$ cat src/ckr_cell.sv
module ckr_cell #(
    parameter int KEY_BITS = 32,
    parameter int INDEX    = 0
) (
    input  logic                clk,
    input  logic                wr_en,
    input  logic [5:0]          wr_slot,
    input  logic [KEY_BITS-1:0] wr_key,
    input  logic [KEY_BITS-1:0] wr_link,
    input  logic                search_en,
    input  logic [KEY_BITS-1:0] cur_key,
    input  logic                hit_in,
    input  logic [KEY_BITS-1:0] link_in,
    output logic                hit_out,
    output logic [KEY_BITS-1:0] link_out
);

    logic [KEY_BITS-1:0] stored_key_reg;
    logic [KEY_BITS-1:0] stored_link_reg;
    logic                own_hit;

    always_ff @(posedge clk)
    begin
        if (wr_en && (int'(wr_slot) == INDEX))
        begin
            stored_key_reg  <= wr_key;
            stored_link_reg <= wr_link;
        end
    end

    // lower neighbor has priority
    assign own_hit  = search_en && (stored_key_reg == cur_key);
    assign hit_out  = hit_in | own_hit;
    assign link_out = hit_in ? link_in : stored_link_reg;

endmodule

$ cat config.mk
export PLATFORM = sky130hd
export DESIGN_NAME = ckr_cell
export DESIGN_NICKNAME = d
export VERILOG_FILES = /design/src/ckr_cell.sv
export SDC_FILE = /design/constraint.sdc
export NUM_CORES = 1
export LEC_CHECK = 0
export BUFFER_PORTS_ARGS = -buffer_cell sky130_fd_sc_hd__buf_2
export CAP_MARGIN = 15
export CORE_ASPECT_RATIO = 0.6
export CORE_MARGIN = 2
export CORE_UTILIZATION = 42
export CTS_BUF_LIST = sky130_fd_sc_hd__clkbuf_4 sky130_fd_sc_hd__clkbuf_8 sky130_fd_sc_hd__clkbuf_16
export DETAILED_ROUTE_END_ITERATION = 16
export PLACE_DENSITY = 0.79
export SYNTH_ARGS = -nofsm -noshare
export SYNTH_HDL_FRONTEND = slang
export SYNTH_SLANG_ARGS = --single-unit
$ cat constraint.sdc
create_clock -name clk -period 7.6 [get_ports clk]
set_input_delay 1.52 -clock clk [delete_from_list [all_inputs] [get_ports clk]]
set_output_delay 1.52 -clock clk [all_outputs]
set_load 0.01 [all_outputs]
==> results.txt, run 1 <==
hpwl dp: 4.42 mm
EDFF count, synth: 64
Max Cap Viol: 0
Fmax: 240 MHz
Synth Area in Simple Gates: 3.31%
Pleak: 1.57 nW
DRT Wirelength: 5.79 mm
Syn. warnings: 0
Worst Max-Slew Pin Slew: 0.796 ns
Detail Route Antenna Nets: 0
Arrival @ worst endpoint: 2.65 ns
slew margin rel.: 46.9%
pin count of the biggest net entering global routing: 65
ant diodes: 0
Req. time, crit path: 6.08 ns
Critical Path Start Type: input port
synthesized area: 0.00268 sq mm
initial core utilization: 43.7%
GRT Total Usage: 16.5%
synthesized-area fraction occupied by adder cells: 0%
drt wl/cell: 14.0 microns
register area share after synthesis: 71.7%
1st-pass router iterations: 4
DIE AREA: 0.00706 sq mm
Max Root-Sink Buffers: 2
fillers: 487
cell row count: 22
Netlist cell types: 13
Die W: 107 microns
CTS Hold Bufs: 0
IO Pins: 171
Final Critical Period: 4.17 ns
Sequential Area: 0.00192 sq mm
Worst Path Max Fanout: 33
post-synthesis to final-layout area growth: 43.4%
final net count: 462
CTS tree: built
ys async rst share: 0%
Fin Setup TNS: 0 ns
power density over the cells: 201 mW/mm^2
Iteration-0 DRC Markers: 52
Hold Path Class: in -> reg
CTS buffer count: 9
largest family of logic cells by synthesized area: multiplexers
cell taking the most area after synthesis: edfxtp_1
Resized cells post-CTS: 0
main area contributors after synthesis: edfxtp_1, mux2_2, xnor2_1
Post-Synth XOR/XNOR Area: 10.5%
Clock H-tree levels: 3
portion of netlist area occupied by mux cells: 13.4%
Core Box Area: 0.00614 sq mm
Clock Tree Root: clkbuf_8
layout cells sized above 1: 66.0%
Synth top cells by count: edfxtp_1, mux2_2, xnor2_1
RSZ-0062 raised after global routing: no
complex-gate fraction of the synthesized area: 0.327%
maximum vdd drop: 0.000121 V
DRC: 0
first-pass GRT wire length: 8.50 mm
clock slew at reported path FFs: 0.07 ns
vias per cell: 4.58
worst setup path endpoint: link_out[28]
area of the multi-input gates: 747 sq um
# clock sinks: 64
Die Y: 65.9 microns
Final Worst Setup Slack: 3.43 ns
Final Hold Vio Count: 0
postcts setup bufs: 0
Post-Syn Nets: 284
most frequent cell after synthesis: edfxtp_1
I/O Buffers: 170
total congestion overflow: 0
synthesis-stage register bit count: 64
pre-CTS WS: 3.41 ns
Worst Setup SP: hit_in
endpoint class of the critical path: primary output
status: completed
CP Class: in -> out
max-slew violations: 0
gpl congestion: 0.713
Vias: 1891
final period utilization: 54.9%
vias in the first global route: 1841
endpoints failing setup: 0
post-synth top area share: 71.7%
main flop type after synthesis: edfxtp_1
initial antenna violation count: 0
Avg Cell Area, Syn: 18.4 sq um
Cells after Synth: 146
[cell type report]
cell class	count	area share [%]
Clock inverter	7	2.25
Timing Repair Buffer	171	22.3
Multi-Input combinational cell	78	19.4
Tap cell	84	2.74
Sequential cell	64	50.0
Clock buffer	9	3.22
[cell families (layout without fill, tap and decap cells)]
kind of cell           after synthesis  count (layout)
AO/OA/AOI/OAI                        1               1
XOR/XNOR                            32              32
buffers and inverters                4             187
flip-flops                          64              64
multiplexers                        32              32
AND/OR/NAND/NOR                     13              13
[cell usage in the layout, fill, tap and decap left out]
cell	n
xor2_1	4
nand3_1	1
xnor2_1	28
nand4_1	6
or4b_1	1
clkinv_1	3
nor4_4	1
mux2_2	32
a31o_1	1
edfxtp_1	64
buf_4	1
nor3_1	1
nor4_1	2
clkbuf_8	9
and3_1	1
bufinv_16	2
clkinvlp_4	2
buf_2	170
[worst max-delay path: stages]
cell    delay, ns
buf_2        0.57
mux2_2       0.42
buf_2        0.14
[report_power, final]
| part | total (mW) | internal, mW | switching [mW] |
|---|---|---|---|
| sequential | 0.391 | 0.391 | 0.000765 |
| clock | 0.303 | 0.181 | 0.122 |
| combinational | 0.0759 | 0.0466 | 0.0293 |
| total | 0.770 | 0.618 | 0.152 |
[stage by stage]
step	hold WS (ns)	cell area, sq um	cells	total power, mW	util (%)
6_report	1.36	3840	413	0.770	62.6
3_3_place_gp	1.70	3630	397	0.473	59.2
2_1_floorplan	1.62	2680	146	0.429	-
4_1_cts	1.35	3840	413	0.780	62.6
3_5_place_dp	1.70	3630	397	0.476	59.2
5_1_grt	1.34	3840	413	0.804	62.6
[routing by layer]
| layer | GRT usage (%) | up-vias | share of wire (%) |
|---|---|---|---|
| li1 | - | 916 | - |
| met1 | 18.8 | 862 | 39 |
| met2 | 28.0 | 106 | 49 |
| met3 | 7.39 | 7 | 11 |
| met4 | 5.52 | 0 | 0.83 |
| met5 | 0 | - | 0 |
[worst min-delay path by stage]
stage	from	depth (start not counted)	endpoint
4_1_cts	wr_key[12]	1	stored_key_reg[12]
3_5_place_dp	wr_key[25]	1	stored_key_reg[25]
6_report	wr_key[12]	1	stored_key_reg[12]
5_1_grt	wr_key[29]	1	stored_key_reg[29]
2_1_floorplan	wr_key[0]	0	stored_key_reg[0]
3_3_place_gp	wr_key[12]	1	stored_key_reg[12]
No activity file was read; power rests on OpenSTA's default activity.
==> run 2, diff against run 1 <==
Settings changed: CORE_UTILIZATION 42 to 38, PLACE_DENSITY 0.79 to 0.76.
Clock period 7.6 ns to 3.8 ns, I/O delays scaled along.
==> results.txt, run 2 (synthesis results as in run 1) <==
status: completed
final period utilization: 70.4%
Final Critical Period: 2.67 ns
Req. time, crit path: 3.04 ns
CP max-delay cell: nor4_1
Arrival @ worst endpoint: 1.91 ns
fillers: 537
DIE AREA: 0.00776 sq mm
Hold Startpoint: wr_link[14]
first-pass GRT wire length: 8.85 mm
endpoints failing setup: 0
Design Area, Final: 0.00390 sq mm
endpoint class of the critical path: primary output
total congestion overflow: 0
Resized cells post-CTS: 0
Critical Path Start Type: input port
DRC: 0
CTS tree: built
CTS Hold Bufs: 0
ant diodes: 0
vias in the first global route: 1971
Worst Max-Slew Pin Slew: 0.787 ns
postcts setup bufs: 0
Vias: 1856
cell repeated most along the worst path: buf_2
gpl congestion: 0.761
slew margin rel.: 47.5%
vias per cell: 4.47
Tot Pwr: 1.64 mW
Util after Layout: 57.7%
commonest cells after routing, fill and taps aside: buf_2, edfxtp_1, mux2_2
pin count of the biggest net entering global routing: 65
maximum vdd drop: 0.000236 V
Post-DP Area: 0.00364 sq mm
Die W: 112 microns
CP Class: in -> out
Slowest Stage Delay on Critical Path: 0.44 ns
Final Hold Vio Count: 0
Clock Tree Root: clkbuf_16
max-slew violations: 0
Clock H-tree levels: 3
power density over the cells: 420 mW/mm^2
CP bufs+invs: 2
layout cells sized above 1: 67.1%
IO Pins: 171
most common cell after layout, fill and taps aside: buf_2
top cell family by delay on the critical path: simple AND/OR/NAND/NOR gates
Fin Setup TNS: 0 ns
worst setup path endpoint: hit_out
hpwl dp: 4.22 mm
CTS buffer count: 9
# clock sinks: 64
Worst Setup SP: cur_key[30]
I/O Buffers: 170
Iteration-0 DRC Markers: 27
Fmax: 374 MHz
Pleak: 1.60 nW
Worst Path Max Fanout: 1
Detail Route Antenna Nets: 0
GRT Total Usage: 14.7%
Max Root-Sink Buffers: 2
RSZ-0062 raised after global routing: no
Hold Path Class: in -> reg
final net count: 462
Max Cap Viol: 0
CP Depth: 6
clock slew at reported path FFs: 0.05 ns
initial core utilization: 39.6%
Die Y: 69.1 microns
hold slack: 0.618 ns
CP cell instances: buf_2 -> xnor2_1 -> nand4_1 -> nor4_1 -> a31o_1 -> buf_2
post-synthesis to final-layout area growth: 45.6%
drt wl/cell: 13.1 microns
1st-pass router iterations: 4
Core Box Area: 0.00676 sq mm
initial antenna violation count: 0
cell row count: 23
DRT Wirelength: 5.43 mm
==> run 2: cell count changes in the layout (fill, tap and decap cells not counted), sizes merged <==
| cell | before | now |
|---|---|---|
| bufinv | 2 | 0 |
| clkbuf | 9 | 11 |
| clkinvlp | 2 | 1 |
==> run 2: report_power, final <==
group | leakage, nW | total [mW] | internal, mW | switching, mW
clock | 0.132 | 0.707 | 0.447 | 0.259
combinational | 0.894 | 0.149 | 0.0933 | 0.0562
sequential | 0.576 | 0.785 | 0.783 | 0.00145
total | 1.60 | 1.64 | 1.32 | 0.317
==> run 2: worst min path at each step <==
stage | end | slack (ns) | depth (start not counted)
5_1_grt | stored_link_reg[19] | 0.60 | 1
4_1_cts | stored_link_reg[14] | 0.60 | 1
3_3_place_gp | stored_link_reg[14] | 0.94 | 1
6_report | stored_link_reg[14] | 0.62 | 1
2_1_floorplan | stored_key_reg[0] | 0.86 | 0
3_5_place_dp | stored_key_reg[22] | 0.94 | 1
==> run 2: final cells by class <==
class / instances / area (sq um) / share of cell area, %
tap: 87 / 109 / 2.79
timing repair buffer: 171 / 858 / 22.0
clock buffer: 11 / 240 / 6.16
clock inverter: 4 / 22.5 / 0.577
multi-input combinational: 78 / 751 / 19.2
sequential: 64 / 1920 / 49.2
==> run 2: per-stage QoR <==
stage	instances	setup WS, ns
after floorplan	146	0.0232
after global placement	400	1.14
after detailed placement	400	1.14
after CTS	415	1.13
after global routing	415	1.01
final	415	1.13
==> run 2: routing by layer <==
metal	vias up	wire (microns)	GRT usage [%]	share of wire, %
met1	837	2220	17.2	41
li1	915	-	-	-
met5	-	0	0	0
met2	98	2570	23.8	47
met3	6	568	6.24	10
met4	0	66	6.64	1.2
